===== config.mk =====
export PLATFORM = sky130hd
export DESIGN_NAME = barometer_compensation_average_flat
export DESIGN_NICKNAME = d
export VERILOG_FILES = /design/src/rtl/core/bca_pkg.sv /design/src/rtl/core/bca_if.sv /design/src/rtl/core/bca_mul.sv /design/src/rtl/core/bca_div.sv /design/src/rtl/core/barometer_compensation_average.sv /design/src/flat_wrapper.sv
export SDC_FILE = /design/constraint.sdc
export NUM_CORES = 2
export LEC_CHECK = 0
export BUFFER_PORTS_ARGS = -buffer_cell sky130_fd_sc_hd__buf_2
export CAP_MARGIN = 40
export CORE_ASPECT_RATIO = 0.7
export CORE_MARGIN = 10
export CORE_UTILIZATION = 60
export DETAILED_ROUTE_END_ITERATION = 16
export PLACE_DENSITY = 0.84
export SETUP_SLACK_MARGIN = 0.4
export SLEW_MARGIN = 20
export SYNTH_ARGS = -nofsm -noshare
export SYNTH_HDL_FRONTEND = slang
export SYNTH_SLANG_ARGS = --single-unit
export TNS_END_PERCENT = 100

===== constraint.sdc =====
create_clock -name clk_i -period 15.35 [get_ports clk_i]
set_clock_uncertainty 0.2 [all_clocks]
set_input_delay 2.3025 -clock clk_i [delete_from_list [all_inputs] [get_ports clk_i]]
set_output_delay 2.3025 -clock clk_i [all_outputs]
set_load 0.1 [all_outputs]

===== src/rtl/core/bca_pkg.sv =====
// bca_pkg: shared types and constants of the barometer compensation block
// no dependencies

package bca_pkg;

  // oversampling setting and averaging depth of the running average
  localparam int unsigned OVERSAMPLING  = 3;
  localparam int unsigned AVERAGE_SHIFT = 5;

  localparam int unsigned RAW_W  = 19;
  localparam int unsigned TEMP_W = 16;
  localparam int unsigned PRES_W = 18;
  localparam int unsigned ACC_W  = 24;
  localparam int unsigned CFG_W  = 48;
  localparam int unsigned IDX_W  = 2;

  localparam logic [PRES_W-1:0] PRES_MAX  = 18'h3FFFF;
  localparam logic [ACC_W-1:0]  ACC_MAX   = 24'hFFFFFF;
  localparam logic [ACC_W-1:0]  ACC_RESET = 24'd320;

  // datasheet constants
  localparam logic signed [63:0] B6_OFFSET = 64'sd4000;
  localparam logic signed [63:0] X3_BIAS   = 64'sd32768;
  localparam logic signed [31:0] P_C1      = 32'sd3038;
  localparam logic signed [31:0] P_C2      = -32'sd7357;
  localparam logic signed [63:0] P_C3      = 64'sd3791;
  localparam logic signed [31:0] B7_SCALE  = 32'(50000 >> OVERSAMPLING);

  // configuration register indexes
  typedef enum logic [IDX_W-1:0] {
    REG_AC_SIGNED   = 2'd0,
    REG_AC_UNSIGNED = 2'd1,
    REG_B_PAIR      = 2'd2,
    REG_M_PAIR      = 2'd3
  } reg_idx_e;

  // sequencer states
  typedef enum logic [3:0] {
    ST_IDLE, ST_X1, ST_X2, ST_SQ, ST_T1, ST_B3, ST_X3C, ST_B4M,
    ST_B4, ST_B7, ST_P, ST_PS, ST_PA, ST_PB, ST_DONE
  } state_e;

  typedef struct packed {
    logic               start;
    logic signed [63:0] a;
    logic signed [31:0] b;
  } mul_req_t;

  typedef struct packed {
    logic               busy;
    logic               done;
    logic signed [63:0] prod;
  } mul_rsp_t;

  typedef struct packed {
    logic        start;
    logic [31:0] num;
    logic [31:0] den;
  } div_req_t;

  typedef struct packed {
    logic        busy;
    logic        done;
    logic [31:0] quo;
  } div_rsp_t;

endpackage


===== src/rtl/core/bca_if.sv =====
// bca_if: item channels and configuration write channel
// depends on bca_pkg

interface bca_in_if;
  import bca_pkg::*;
  logic             valid;
  logic             ready;
  logic             func;
  logic [RAW_W-1:0] raw_sample;
  modport source (output valid, func, raw_sample, input ready);
  modport sink   (input valid, func, raw_sample, output ready);
endinterface

interface bca_out_if;
  import bca_pkg::*;
  logic                     valid;
  logic                     ready;
  logic signed [TEMP_W-1:0] temperature;
  logic [PRES_W-1:0]        pressure;
  logic [PRES_W-1:0]        average_pressure;
  logic                     error;
  modport source (output valid, temperature, pressure, average_pressure, error,
                  input ready);
  modport sink   (input valid, temperature, pressure, average_pressure, error,
                  output ready);
endinterface

interface bca_cfg_if;
  import bca_pkg::*;
  logic             valid;
  logic             ready;
  logic [IDX_W-1:0] index;
  logic [CFG_W-1:0] data;
  modport source (output valid, index, data, input ready);
  modport sink   (input valid, index, data, output ready);
endinterface


===== src/rtl/core/bca_mul.sv =====
// bca_mul: iterative signed multiplier, four multiplier bits per cycle
// depends on bca_pkg

module bca_mul import bca_pkg::*; (
  input  logic     clk_i,
  input  logic     rst_ni,
  input  mul_req_t req_i,
  output mul_rsp_t rsp_o
);

  logic               busy_q, busy_d, done_q, done_d;
  logic [2:0]         cnt_q, cnt_d;
  logic signed [63:0] acc_q, acc_d, a_q, a_d;
  logic [31:0]        b_q, b_d;
  logic signed [63:0] term;
  logic               last;

  // one radix-16 digit a cycle, top digit signed
  always_comb begin
    last = (cnt_q == 3'd7);
    term = '0;
    if (b_q[0]) term = term + a_q;
    if (b_q[1]) term = term + (a_q <<< 1);
    if (b_q[2]) term = term + (a_q <<< 2);
    if (b_q[3]) term = last ? term - (a_q <<< 3) : term + (a_q <<< 3);
    busy_d = busy_q;
    done_d = 1'b0;
    cnt_d  = cnt_q;
    acc_d  = acc_q;
    a_d    = a_q;
    b_d    = b_q;
    if (req_i.start) begin
      busy_d = 1'b1;
      cnt_d  = '0;
      acc_d  = '0;
      a_d    = req_i.a;
      b_d    = req_i.b;
    end else if (busy_q) begin
      acc_d = acc_q + term;
      a_d   = a_q <<< 4;
      b_d   = b_q >> 4;
      cnt_d = cnt_q + 3'd1;
      if (last) begin
        busy_d = 1'b0;
        done_d = 1'b1;
      end
    end
  end

  always_ff @(posedge clk_i or negedge rst_ni) begin
    if (!rst_ni) begin
      busy_q <= 1'b0;
      done_q <= 1'b0;
      cnt_q  <= '0;
    end else begin
      busy_q <= busy_d;
      done_q <= done_d;
      cnt_q  <= cnt_d;
    end
  end

  always_ff @(posedge clk_i) begin
    acc_q <= acc_d;
    a_q   <= a_d;
    b_q   <= b_d;
  end

  assign rsp_o.busy = busy_q;
  assign rsp_o.done = done_q;
  assign rsp_o.prod = acc_q;

endmodule


===== src/rtl/core/bca_div.sv =====
// bca_div: unsigned 32-bit restoring divider, one quotient bit per cycle
// depends on bca_pkg

module bca_div import bca_pkg::*; (
  input  logic     clk_i,
  input  logic     rst_ni,
  input  div_req_t req_i,
  output div_rsp_t rsp_o
);

  logic        busy_q, busy_d, done_q, done_d;
  logic [4:0]  cnt_q, cnt_d;
  logic [31:0] rem_q, rem_d, quo_q, quo_d, den_q, den_d;
  logic [32:0] trial, diff;
  logic        ge;

  // shift in one dividend bit, subtract when it fits
  always_comb begin
    trial  = {rem_q, quo_q[31]};
    diff   = trial - {1'b0, den_q};
    ge     = (trial >= {1'b0, den_q});
    busy_d = busy_q;
    done_d = 1'b0;
    cnt_d  = cnt_q;
    rem_d  = rem_q;
    quo_d  = quo_q;
    den_d  = den_q;
    if (req_i.start) begin
      busy_d = 1'b1;
      cnt_d  = '0;
      rem_d  = '0;
      quo_d  = req_i.num;
      den_d  = req_i.den;
    end else if (busy_q) begin
      rem_d = ge ? diff[31:0] : trial[31:0];
      quo_d = {quo_q[30:0], ge};
      cnt_d = cnt_q + 5'd1;
      if (cnt_q == 5'd31) begin
        busy_d = 1'b0;
        done_d = 1'b1;
      end
    end
  end

  always_ff @(posedge clk_i or negedge rst_ni) begin
    if (!rst_ni) begin
      busy_q <= 1'b0;
      done_q <= 1'b0;
      cnt_q  <= '0;
    end else begin
      busy_q <= busy_d;
      done_q <= done_d;
      cnt_q  <= cnt_d;
    end
  end

  always_ff @(posedge clk_i) begin
    rem_q <= rem_d;
    quo_q <= quo_d;
    den_q <= den_d;
  end

  assign rsp_o.busy = busy_q;
  assign rsp_o.done = done_q;
  assign rsp_o.quo  = quo_q;

endmodule


===== src/rtl/core/barometer_compensation_average.sv =====
// Barometer compensation with running average. A temperature item is stored
// and gives no result. A pressure item runs the integer compensation through
// one iterative multiplier (11 products) and one bit-serial divider
// (2 quotients); input is not ready meanwhile. An item with a missing sample or
// a zero divisor finishes early with error set. The result sits in an output
// register, so the next item may start while it waits.
// depends on bca_pkg, bca_if, bca_mul, bca_div

module barometer_compensation_average import bca_pkg::*; (
  input  logic clk_i,
  input  logic rst_ni,
  bca_in_if.sink    in_i,
  bca_out_if.source out_o,
  bca_cfg_if.sink   cfg_i
);

  state_e state_q, state_d;

  logic [CFG_W-1:0] ac_s_q, ac_u_q;
  logic [31:0]      b_pair_q, m_pair_q;
  logic [15:0]      ut_q, ut_d;
  logic [ACC_W-1:0] acc_q, acc_d;

  logic [RAW_W-1:0]         up_q, up_d;
  logic signed [63:0]       x1_q, x1_d, b6_q, b6_d, sq_q, sq_d, t_q, t_d, b3_q, b3_d;
  logic [16:0]              b4_q, b4_d;
  logic [31:0]              p_q, p_d;
  logic signed [TEMP_W-1:0] temp_q, temp_d;
  logic [PRES_W-1:0]        pres_q, pres_d;
  logic                     neg_q, neg_d, dbl_q, dbl_d, err_q, err_d;

  logic                     ovalid_q, ovalid_d;
  logic signed [TEMP_W-1:0] otemp_q, otemp_d;
  logic [PRES_W-1:0]        opres_q, opres_d, oavg_q, oavg_d;
  logic                     oerr_q, oerr_d;

  mul_req_t mreq;
  mul_rsp_t mrsp;
  div_req_t dreq;
  div_rsp_t drsp;

  logic signed [63:0] ac1, ac2, ac3, b1, b2, mc, md;
  logic [31:0]        ac4, ac5;
  logic [15:0]        ac6;

  logic signed [63:0] v0, v1, v2;
  logic [31:0]        w0;
  logic [ACC_W:0]     acc_sum;
  logic               in_acc;

  bca_mul u_mul (.clk_i, .rst_ni, .req_i(mreq), .rsp_o(mrsp));
  bca_div u_div (.clk_i, .rst_ni, .req_i(dreq), .rsp_o(drsp));

  // calibration fields
  assign ac1 = 64'(signed'(ac_s_q[47:32]));
  assign ac2 = 64'(signed'(ac_s_q[31:16]));
  assign ac3 = 64'(signed'(ac_s_q[15:0]));
  assign ac4 = {16'd0, ac_u_q[47:32]};
  assign ac5 = {16'd0, ac_u_q[31:16]};
  assign ac6 = ac_u_q[15:0];
  assign b1  = 64'(signed'(b_pair_q[31:16]));
  assign b2  = 64'(signed'(b_pair_q[15:0]));
  assign mc  = 64'(signed'(m_pair_q[31:16]));
  assign md  = 64'(signed'(m_pair_q[15:0]));

  assign in_i.ready  = (state_q == ST_IDLE);
  assign cfg_i.ready = 1'b1;
  assign in_acc      = in_i.valid && in_i.ready;

  function automatic logic [PRES_W-1:0] avg_of(logic [ACC_W-1:0] a);
    logic [ACC_W-1:0] s;
    s = a >> AVERAGE_SHIFT;
    return (s > ACC_W'(PRES_MAX)) ? PRES_MAX : s[PRES_W-1:0];
  endfunction

  // configuration registers
  always_ff @(posedge clk_i or negedge rst_ni) begin
    if (!rst_ni) begin
      ac_s_q   <= '0;
      ac_u_q   <= '0;
      b_pair_q <= '0;
      m_pair_q <= '0;
    end else if (cfg_i.valid) begin
      unique case (reg_idx_e'(cfg_i.index))
        REG_AC_SIGNED:   ac_s_q   <= cfg_i.data;
        REG_AC_UNSIGNED: ac_u_q   <= cfg_i.data;
        REG_B_PAIR:      b_pair_q <= cfg_i.data[31:0];
        REG_M_PAIR:      m_pair_q <= cfg_i.data[31:0];
        default: ;
      endcase
    end
  end

  // sequencer and datapath
  always_comb begin
    state_d  = state_q;
    ut_d     = ut_q;
    acc_d    = acc_q;
    up_d     = up_q;
    x1_d     = x1_q;
    b6_d     = b6_q;
    sq_d     = sq_q;
    t_d      = t_q;
    b3_d     = b3_q;
    b4_d     = b4_q;
    p_d      = p_q;
    temp_d   = temp_q;
    pres_d   = pres_q;
    neg_d    = neg_q;
    dbl_d    = dbl_q;
    err_d    = err_q;
    ovalid_d = ovalid_q && !out_o.ready;
    otemp_d  = otemp_q;
    opres_d  = opres_q;
    oavg_d   = oavg_q;
    oerr_d   = oerr_q;
    mreq     = '0;
    dreq     = '0;
    v0       = '0;
    v1       = '0;
    v2       = '0;
    w0       = '0;
    acc_sum  = '0;
    unique case (state_q)
      ST_IDLE: begin
        if (in_acc) begin
          if (in_i.func) begin
            ut_d = in_i.raw_sample[15:0];
          end else begin
            up_d  = in_i.raw_sample;
            err_d = 1'b0;
            if (ut_q == '0 || in_i.raw_sample == '0) begin
              err_d   = 1'b1;
              state_d = ST_DONE;
            end else begin
              mreq.start = 1'b1;
              mreq.a     = 64'(signed'({1'b0, ut_q})) - 64'(signed'({1'b0, ac6}));
              mreq.b     = signed'(ac5);
              state_d    = ST_X1;
            end
          end
        end
      end
      ST_X1: begin
        if (mrsp.done) begin
          v0   = mrsp.prod >>> 15;
          v1   = v0 + md;
          v2   = mc <<< 11;
          x1_d = v0;
          if (v1 == '0) begin
            err_d   = 1'b1;
            state_d = ST_DONE;
          end else begin
            neg_d      = v1[63] ^ v2[63];
            dreq.start = 1'b1;
            dreq.num   = v2[63] ? 32'(-v2) : v2[31:0];
            dreq.den   = v1[63] ? 32'(-v1) : v1[31:0];
            state_d    = ST_X2;
          end
        end
      end
      ST_X2: begin
        if (drsp.done) begin
          v0 = neg_q ? -64'(signed'({32'd0, drsp.quo})) : 64'(signed'({32'd0, drsp.quo}));
          v1 = x1_q + v0;
          v2 = (v1 + 64'sd8) >>> 4;
          if (v2 > 64'sd32767)       temp_d = 16'sh7FFF;
          else if (v2 < -64'sd32768) temp_d = 16'sh8000;
          else                       temp_d = v2[15:0];
          b6_d       = v1 - B6_OFFSET;
          mreq.start = 1'b1;
          mreq.a     = v1 - B6_OFFSET;
          mreq.b     = 32'(v1 - B6_OFFSET);
          state_d    = ST_SQ;
        end
      end
      ST_SQ: begin
        if (mrsp.done) begin
          sq_d       = mrsp.prod >>> 12;
          mreq.start = 1'b1;
          mreq.a     = mrsp.prod >>> 12;
          mreq.b     = 32'(b2);
          state_d    = ST_T1;
        end
      end
      ST_T1: begin
        if (mrsp.done) begin
          t_d        = mrsp.prod >>> 11;
          mreq.start = 1'b1;
          mreq.a     = b6_q;
          mreq.b     = 32'(ac2);
          state_d    = ST_B3;
        end
      end
      ST_B3: begin
        if (mrsp.done) begin
          v0         = t_q + (mrsp.prod >>> 11);
          v1         = (ac1 <<< 2) + v0;
          b3_d       = ((v1 <<< OVERSAMPLING) + 64'sd2) >>> 2;
          mreq.start = 1'b1;
          mreq.a     = b6_q;
          mreq.b     = 32'(ac3);
          state_d    = ST_X3C;
        end
      end
      ST_X3C: begin
        if (mrsp.done) begin
          t_d        = mrsp.prod >>> 13;
          mreq.start = 1'b1;
          mreq.a     = sq_q;
          mreq.b     = 32'(b1);
          state_d    = ST_B4M;
        end
      end
      ST_B4M: begin
        if (mrsp.done) begin
          v0         = (t_q + (mrsp.prod >>> 16) + 64'sd2) >>> 2;
          v1         = v0 + X3_BIAS;
          mreq.start = 1'b1;
          mreq.a     = signed'({32'd0, v1[31:0]});
          mreq.b     = signed'(ac4);
          state_d    = ST_B4;
        end
      end
      ST_B4: begin
        if (mrsp.done) begin
          b4_d = mrsp.prod[31:15];
          if (mrsp.prod[31:15] == '0) begin
            err_d   = 1'b1;
            state_d = ST_DONE;
          end else begin
            v0         = signed'({45'd0, up_q}) - b3_q;
            mreq.start = 1'b1;
            mreq.a     = signed'({32'd0, v0[31:0]});
            mreq.b     = B7_SCALE;
            state_d    = ST_B7;
          end
        end
      end
      ST_B7: begin
        if (mrsp.done) begin
          w0         = mrsp.prod[31:0];
          dbl_d      = w0[31];
          dreq.start = 1'b1;
          dreq.num   = w0[31] ? w0 : {w0[30:0], 1'b0};
          dreq.den   = {15'd0, b4_q};
          state_d    = ST_P;
        end
      end
      ST_P: begin
        if (drsp.done) begin
          w0         = dbl_q ? {drsp.quo[30:0], 1'b0} : drsp.quo;
          p_d        = w0;
          mreq.start = 1'b1;
          mreq.a     = signed'({40'd0, w0[31:8]});
          mreq.b     = signed'({8'd0, w0[31:8]});
          state_d    = ST_PS;
        end
      end
      ST_PS: begin
        if (mrsp.done) begin
          mreq.start = 1'b1;
          mreq.a     = mrsp.prod;
          mreq.b     = P_C1;
          state_d    = ST_PA;
        end
      end
      ST_PA: begin
        if (mrsp.done) begin
          t_d        = mrsp.prod >>> 16;
          mreq.start = 1'b1;
          mreq.a     = signed'({32'd0, p_q});
          mreq.b     = P_C2;
          state_d    = ST_PB;
        end
      end
      ST_PB: begin
        if (mrsp.done) begin
          v0 = signed'({32'd0, p_q}) + ((t_q + (mrsp.prod >>> 16) + P_C3) >>> 4);
          if (v0 < 0)                                  pres_d = '0;
          else if (v0 > 64'(signed'({46'd0, PRES_MAX}))) pres_d = PRES_MAX;
          else                                         pres_d = v0[PRES_W-1:0];
          state_d = ST_DONE;
        end
      end
      ST_DONE: begin
        // hand the result over once the output register is free
        if (!ovalid_q || out_o.ready) begin
          ovalid_d = 1'b1;
          oerr_d   = err_q;
          if (err_q) begin
            otemp_d = '0;
            opres_d = '0;
            oavg_d  = avg_of(acc_q);
          end else begin
            acc_sum = {1'b0, acc_q} - {1'b0, acc_q >> AVERAGE_SHIFT}
                    + (ACC_W+1)'(pres_q);
            acc_d   = (acc_sum > {1'b0, ACC_MAX}) ? ACC_MAX : acc_sum[ACC_W-1:0];
            otemp_d = temp_q;
            opres_d = pres_q;
            oavg_d  = avg_of(acc_d);
          end
          state_d = ST_IDLE;
        end
      end
      default: state_d = ST_IDLE;
    endcase
  end

  always_ff @(posedge clk_i or negedge rst_ni) begin
    if (!rst_ni) begin
      state_q  <= ST_IDLE;
      ut_q     <= '0;
      acc_q    <= ACC_RESET;
      ovalid_q <= 1'b0;
    end else begin
      state_q  <= state_d;
      ut_q     <= ut_d;
      acc_q    <= acc_d;
      ovalid_q <= ovalid_d;
    end
  end

  always_ff @(posedge clk_i) begin
    up_q    <= up_d;
    x1_q    <= x1_d;
    b6_q    <= b6_d;
    sq_q    <= sq_d;
    t_q     <= t_d;
    b3_q    <= b3_d;
    b4_q    <= b4_d;
    p_q     <= p_d;
    temp_q  <= temp_d;
    pres_q  <= pres_d;
    neg_q   <= neg_d;
    dbl_q   <= dbl_d;
    err_q   <= err_d;
    otemp_q <= otemp_d;
    opres_q <= opres_d;
    oavg_q  <= oavg_d;
    oerr_q  <= oerr_d;
  end

  assign out_o.valid            = ovalid_q;
  assign out_o.temperature      = otemp_q;
  assign out_o.pressure         = opres_q;
  assign out_o.average_pressure = oavg_q;
  assign out_o.error            = oerr_q;

  // units are only started when free
  assert property (@(posedge clk_i) disable iff (!rst_ni)
    mreq.start |-> !mrsp.busy)
    else $error("multiplier started while busy");

  assert property (@(posedge clk_i) disable iff (!rst_ni)
    dreq.start |-> !drsp.busy)
    else $error("divider started while busy");

  // a pressure item always leaves idle
  assert property (@(posedge clk_i) disable iff (!rst_ni)
    (in_acc && !in_i.func) |=> (state_q != ST_IDLE))
    else $error("pressure item dropped");

  // failed items report zero pressure and temperature
  assert property (@(posedge clk_i) disable iff (!rst_ni)
    (out_o.valid && out_o.error) |-> (out_o.pressure == '0 && out_o.temperature == '0))
    else $error("error item with nonzero fields");

endmodule


===== src/flat_wrapper.sv =====
// flat-port wrapper written by rule: the top's interface ports become plain ports
module barometer_compensation_average_flat import bca_pkg::*;
  (clk_i, rst_ni, in_i_valid, in_i_func, in_i_raw_sample, in_i_ready, out_o_valid, out_o_temperature, out_o_pressure, out_o_average_pressure, out_o_error, out_o_ready, cfg_i_valid, cfg_i_index, cfg_i_data, cfg_i_ready);
  bca_in_if in_i_i ();
  bca_out_if out_o_i ();
  bca_cfg_if cfg_i_i ();
  input  logic clk_i;
  input  logic rst_ni;
  input wire logic [$bits(in_i_i.valid)-1:0] in_i_valid;
  input wire logic [$bits(in_i_i.func)-1:0] in_i_func;
  input wire logic [$bits(in_i_i.raw_sample)-1:0] in_i_raw_sample;
  output wire logic [$bits(in_i_i.ready)-1:0] in_i_ready;
  output wire logic [$bits(out_o_i.valid)-1:0] out_o_valid;
  output wire logic [$bits(out_o_i.temperature)-1:0] out_o_temperature;
  output wire logic [$bits(out_o_i.pressure)-1:0] out_o_pressure;
  output wire logic [$bits(out_o_i.average_pressure)-1:0] out_o_average_pressure;
  output wire logic [$bits(out_o_i.error)-1:0] out_o_error;
  input wire logic [$bits(out_o_i.ready)-1:0] out_o_ready;
  input wire logic [$bits(cfg_i_i.valid)-1:0] cfg_i_valid;
  input wire logic [$bits(cfg_i_i.index)-1:0] cfg_i_index;
  input wire logic [$bits(cfg_i_i.data)-1:0] cfg_i_data;
  output wire logic [$bits(cfg_i_i.ready)-1:0] cfg_i_ready;
  assign in_i_i.valid = in_i_valid;
  assign in_i_i.func = in_i_func;
  assign in_i_i.raw_sample = in_i_raw_sample;
  assign in_i_ready = in_i_i.ready;
  assign out_o_valid = out_o_i.valid;
  assign out_o_temperature = out_o_i.temperature;
  assign out_o_pressure = out_o_i.pressure;
  assign out_o_average_pressure = out_o_i.average_pressure;
  assign out_o_error = out_o_i.error;
  assign out_o_i.ready = out_o_ready;
  assign cfg_i_i.valid = cfg_i_valid;
  assign cfg_i_i.index = cfg_i_index;
  assign cfg_i_i.data = cfg_i_data;
  assign cfg_i_ready = cfg_i_i.ready;
  barometer_compensation_average u_core (.clk_i(clk_i), .rst_ni(rst_ni), .in_i(in_i_i), .out_o(out_o_i), .cfg_i(cfg_i_i));
endmodule

# [After elaboration in Yosys (flattened, before gate mapping)]
# Index checks and enable logic that the tools add are counted.
[word_totals] ff_bits=892 elab_cells=242
[op_classes] addsub=27 n_lt_le_gt_ge=8 n_eq_ne=37 n_mux=92 n_bitwise=4 reduce_logical=36
[op_table] cell="2-to-1 mux 97 bit" count=14
[op_table] cell="one-hot mux 97 bit (11 select lines)" count=1
[op_table] cell="2-to-1 mux 64 bit" count=11
[op_table] cell="2-to-1 mux 32 bit" count=9
[op_table] cell="adder 64 bit" count=4
[op_table] cell="2-to-1 mux 65 bit" count=3
[op_table] cell="one-hot mux 64 bit (3 select lines)" count=1
[op_table] cell="one-hot mux 65 bit (2 select lines)" count=1
[op_table] cell="2-to-1 mux 18 bit" count=4
[op_table] cell="2-to-1 mux 4 bit" count=18
[op_table] cell="adder 34 x 3 -> 34 bit, second input constant" count=2
[op_table] cell="adder 49 x 64 -> 64 bit" count=1
[op_table] cell="adder 64 x 13 -> 64 bit, second input constant" count=1
[op_table] cell="adder 64 x 48 -> 64 bit" count=1
[op_table] cell="adder 64 x 5 -> 64 bit, second input constant" count=1
[op_table] cell="greater-than comparator 64 x 19 -> 1 bit, second input constant" count=1
[op_table] cell="logical NOT 64 bit" count=1
[op_table] cell="less-than comparator 64 x 1 -> 1 bit, second input constant" count=1
[op_table] cell="negation 32 -> 64 bit" count=1
[op_table] cell="subtractor 64 x 13 -> 64 bit, second input constant" count=1
[op_table] cell="subtractor 64 bit" count=1
[op_table] cell="adder 33 x 60 -> 61 bit" count=1
[op_table] cell="greater-than comparator 60 x 16 -> 1 bit, second input constant" count=1
[op_table] cell="less-than comparator 60 x 16 -> 1 bit, second input constant" count=1
[op_table] cell="other kinds (50)" count=123

# [Logic depth before layout (Yosys ltp)]
[depth] word_depth=9 mapped_depth=65 ltp_nobuf=64

# [By module]
# From an unflattened synthesis, not the netlist that was laid out.
[hier_totals] hier_cells=9204 hier_area_um2=80485.9
[modules_own_cells] module="barometer_compensation_average" instances=1 cells_each=5705 area_per_inst_um2=51577.0
[modules_own_cells] module="bca_mul" instances=1 cells_each=2933 area_per_inst_um2=23134.7
[modules_own_cells] module="bca_div" instances=1 cells_each=566 area_per_inst_um2=5774.3

# [Worst setup path before layout]
# OpenSTA, ideal clock, no wires.
[synth_timing] path_type="register -> register" start="register u_core.u_mul.b_q[0]" end="register u_core.u_mul.acc_q[63]" setup_ps=116 arrival_ps=11231 required_ps=15034 setup_slack_ps=3803 path_stages_with_launch=61 cell_sequence="edfxtp_1 > buf_2 > clkbuf_1 > clkbuf_1 > clkbuf_1 > nand2_1 > fa_1 > o311ai_1 > a21oi_1 > o31ai_1 > nand2_1 > nand2_1 > nand2_1 > o21ai_0 > a21o_1 > a21oi_1 > nor2b_1 > o21a_1 > [25 not listed] > a21oi_1 > o21bai_1 > xor2_1 > mux2_2 > ha_1 > a21o_1 > a21o_1 > a21o_1 > a21oi_1 > nor2b_1 > o21ai_0 > nand2_1 > a41oi_1 > xnor2_1 > xnor2_1 > xnor2_1 > a21oi_1 > a31o_2"
[synth_between] elab_chain_cells=9
[synth_lines] element="start: declaration" line="bca_mul.sv:14" source="logic [31:0] b_q, b_d;"
[synth_lines] element="start signal: assignment" line="bca_mul.sv:65" source="b_q <= b_d;"
[synth_lines] element="2-to-1 mux 64 bit *" line="bca_mul.sv:22" source="if (b_q[0]) term = term + a_q;"
[synth_lines] element="adder 64 bit" line="bca_mul.sv:23" source="if (b_q[1]) term = term + (a_q <<< 1);"
[synth_lines] element="2-to-1 mux 64 bit *" line="bca_mul.sv:23"
[synth_lines] element="adder 64 bit" line="bca_mul.sv:24" source="if (b_q[2]) term = term + (a_q <<< 2);"
[synth_lines] element="2-to-1 mux 64 bit *" line="bca_mul.sv:24"
[synth_lines] element="adder 64 bit / subtractor 64 bit (equally long branches)" line="bca_mul.sv:25" source="if (b_q[3]) term = last ? term - (a_q <<< 3) : term + (a_q <<< 3);"
[synth_lines] element="2-to-1 mux 64 bit" line="bca_mul.sv:25"
[synth_lines] element="2-to-1 mux 64 bit *" line="bca_mul.sv:25"
[synth_lines] element="adder 64 bit *" line="bca_mul.sv:39" source="acc_d = acc_q + term;"
[synth_lines] element="end signal: assignment" line="bca_mul.sv:63" source="acc_q <= acc_d;"
[synth_lines] element="end: declaration" line="bca_mul.sv:13" source="logic signed [63:0] acc_q, acc_d, a_q, a_d;"
# Mark *: on every way between the ends. The rest lies on a longest branch, timed or not.
# A chain may end at the register's enable or synchronous reset.

# [Final worst setup path]
# Ends and elaborated chain as after synthesis.

==> run_results.csv <==
group,metric,value,unit
timing,rsz0062_at_grt,"no",
finish,finalCoreUtilization,65.7,%
worst_setup_path,critical-path-top-delay-family,"compound AO/OA/AOI/OAI gates",
detailed_routing,drc,0,
timing,setup_viol,0,
global_route,track_usage,36.8,%
worst_setup_path,crit_fanout,9,
floorplan,initial_core_util,60.8,%
cts,clock_sinks,880,
floorplan,die_x,449,um
worst_setup_path,ff2ff_path_depth,59,
worst_setup_path,worst-path-buf-inv,2,
timing,slew_headroom,29.9,%
placed_design,numPortBuffers,129,
global_route,grt_overflow,0,
logic_synthesis,yosysSeqAreaShare,31.6,%
floorplan,boundaryPins,131,
worst_setup_path,ff2ff_setup_slack,1.59,ns
min_path,hold_class,"reg -> reg",
logic_synthesis,ys_warn_count,0,
global_route,antenna_found_initial,22,
timing,tightest_slew,1.05,ns
logic_synthesis,synth_fp_nets,9407,
run_status,outcome,"complete, no violations",
timing,setup_tns,0,ns
placed_design,dp_hpwl,212,mm
timing,finalHoldViolCount,0,
floorplan,die-height,320,um
worst_setup_path,critPathMaxStageDelay,0.69,ns
detailed_routing,initialDrtViolationCount,10800,
detailed_routing,routedWlPerCell,26.4,um
min_path,holdPathEnd,"u_core.u_div.rem_q[31]$_SDFFE_PP0P_",
worst_setup_path,crit_top_cell,"a21oi_1",
logic_synthesis,synth_edf_count,567,
worst_setup_path,r2r_start,"u_core.u_mul.b_q[0]$_DFFE_PP_",
logic_synthesis,netlist_top_cells_area,"edfxtp_1 22%, ha_1 9.5%, dfrtp_1 7.0%, xnor2_1 6.3%, a21oi_1 4.4%",
logic_synthesis,netlist_top_cells_count,"780 x nor2_1, 674 x a21oi_1, 674 x nand2_1, 584 x ha_1, 567 x edfxtp_1",
timing,maxSlewViolCount,0,
logic_synthesis,synth_top_area_share,22.1,%
cts,cts_tree,"done",
logic_synthesis,yosysUniqueCellTypes,133,
worst_setup_path,cp-start-kind,"flop",
floorplan,core,0.127,mm2
detailed_routing,wl,278,mm
timing,fin_crit_sh,89.7,%
cts,h-tree-depth,3,
cts,clkTransAtPathRegs,0.07,ns
worst_setup_path,cp_slowest_cell,"o311ai_1",
worst_setup_path,worstPathArrival,14.17,ns
min_path,min-delay-start,"u_core.u_div.rem_q[31]$_SDFFE_PP0P_",
finish,instances_no_fill,10500,
worst_setup_path,cp-end-kind,"flop",
cts,cts_buffers,91,
cts,root_buffer,"clkbuf_16",
detailed_routing,viasPerCell,6.86,
min_path,hold_depth,2,
global_route,grt_max_degree,121,
worst_setup_path,cp.required,15.76,ns
floorplan,rows,109,
global_route,grt_pass1_wl,414,mm
logic_synthesis,synth_async_sr_flop_share,24.7,%
cts,clock_latency,0.75,ns
cts,hold_buffers,0,
worst_setup_path,critical_path_class,"reg -> reg",
logic_synthesis,synth_most_common_cell,"nor2_1",
logic_synthesis,post_synth.cell_area_avg,8.88,um2
logic_synthesis,netlist.top_cell.by_area,"edfxtp_1",
timing,period_needed,13.76,ns
logic_synthesis,netlist_area,0.0772,mm2
placed_design,place_congestion,1.07,
logic_synthesis,synthCells,8690,
finish,area_growth,8.12,%
cts,clock_path_buffers,3,
worst_setup_path,rr_endpoint,"u_core.u_mul.acc_q[63]$_SDFFE_PP0P_",
floorplan,die-area,0.144,mm2
detailed_routing,vias,72200,
logic_synthesis,ys.flop_type,"edfxtp_1",
logic_synthesis,ys_ff_latch,880,
finish,nets,9429,
detailed_routing,ant_nets,0,
run,drv_cap,0,
timing,timing.fmax,0.0727,GHz
finish,drive_above_1_share,10.5,%
detailed_routing,firstDrtPassIters,7,
placed_design,post-place-cells,10300,
global_route,grt_pass1_vias,66700,
-- stage by stage --
step           hold slack [ns]  setup slack, ns  cell area, um2
2_1_floorplan            0.224             3.80           77200
3_3_place_gp             0.244             1.94           79700
3_5_place_dp             0.259             1.87           80000
4_1_cts                  0.266             1.80           83200
5_1_grt                  0.300            0.502           83400
6_report                 0.272             1.59           83400
-- registers in the layout (all words and copies together) (netlist names), 31 cells and up --
name and cells:
u_core.u_mul.b_q 32, u_core.u_mul.a_q 64, u_core.ac_u_q 48, u_core.x1_q 49, u_core.p_q 32, u_core.b_pair_q 32, u_core.u_mul.acc_q 64, u_core.b6_q 64
u_core.t_q 53, u_core.m_pair_q 32, u_core.u_div.den_q 32, u_core.sq_q 52, u_core.u_div.quo_q 32, u_core.b3_q 31, u_core.ac_s_q 48, u_core.u_div.rem_q 32
-- kinds of logic (layout without fill, tap and decap cells) --
group | count (synthesis) | count (layout) | synth area share [%]
other | 1 | 11 | 0.00486
XOR/XNOR | 794 | 794 | 9.05
buffers and inverters | 773 | 874 | 3.89
multiplexers | 401 | 401 | 5.65
flip-flops | 880 | 880 | 31.6
AND/OR/NAND/NOR | 2708 | 2708 | 17.3
adder cells (fa/ha/maj) | 643 | 643 | 11.0
AO/OA/AOI/OAI | 2490 | 2490 | 21.5
-- cell usage in the layout (no fill, tap or decap), types with 47 or more instances in the layout --
cell,n
nand2_1,672
and3_1,81
o21a_1,53
a211oi_1,65
xor2_1,232
buf_4,149
o21bai_1,76
dfrtp_1,213
nand2b_1,111
nand4_1,109
a21oi_1,674
nand3_1,190
a21o_1,325
nor2_1,774
buf_2,134
a31oi_1,119
mux2i_1,123
a221oi_1,51
nor4_1,80
o211ai_1,69
nor2b_1,110
mux2_2,278
inv_1,384
and2_1,92
a22oi_1,124
nor3_1,166
clkbuf_16,98
o21ai_0,427
fa_1,58
dfxtp_1,95
or3_1,52
o31ai_1,47
xnor2_1,558
edfxtp_1,567
o31a_1,48
ha_1,583
-- how the worst max path moves through the flow --
stage | to | startpoint | slack, ns | depth (start not counted)
floorplan | u_core.u_mul.acc_q[63]$_SDFFE_PP0P_ | u_core.u_mul.b_q[0]$_DFFE_PP_ | 3.80 | 60
global placement | u_core.u_mul.acc_q[63]$_SDFFE_PP0P_ | u_core.u_mul.b_q[0]$_DFFE_PP_ | 1.94 | 59
detailed placement | u_core.u_mul.acc_q[63]$_SDFFE_PP0P_ | u_core.u_mul.b_q[0]$_DFFE_PP_ | 1.87 | 59
CTS | u_core.u_mul.acc_q[63]$_SDFFE_PP0P_ | u_core.u_mul.b_q[0]$_DFFE_PP_ | 1.80 | 59
global route | u_core.u_mul.acc_q[63]$_SDFFE_PP0P_ | u_core.u_mul.b_q[0]$_DFFE_PP_ | 0.50 | 59
finish | u_core.u_mul.acc_q[63]$_SDFFE_PP0P_ | u_core.u_mul.b_q[0]$_DFFE_PP_ | 1.59 | 59
-- worst register-to-register path, delay by kind of cell (launching register included) --
kind	cells	cell delay, ns
xor+xnor	6	0.85
flops	1	0.38
simple gates	11	1.38
compound gates	33	8.04
mux	2	0.58
fa+ha+maj	5	1.72
buf+inv	2	0.51
-- routing by layer --
metal	routed length, um	track usage (%)	vias to the layer above
li1	-	-	32200
met1	113000	52.1	34400
met2	108000	49.7	4928
met3	47300	15.6	722
met4	10500	12.1	12
met5	67	0	-
-- area by class of cell --
cell class / instances / area (um2)
Fill cell: 10200 / 43500
Timing Repair Buffer: 311 / 2270
Clock inverter: 47 / 527
Clock buffer: 125 / 2670
Multi-Input combinational cell: 7037 / 49900
Antenna cell: 10 / 25.0
Tap cell: 1720 / 2150
Inverter: 391 / 1470
Sequential cell: 880 / 24400
-- timing repair --
item,4_1_cts,5_1_grt
endpoints found under the setup margin,0,1
resized for setup,0,1
setup buffers,0,0
Power is not shown: default switching activity piles up to over one toggle a cycle in this logic, so the estimate is an artifact.
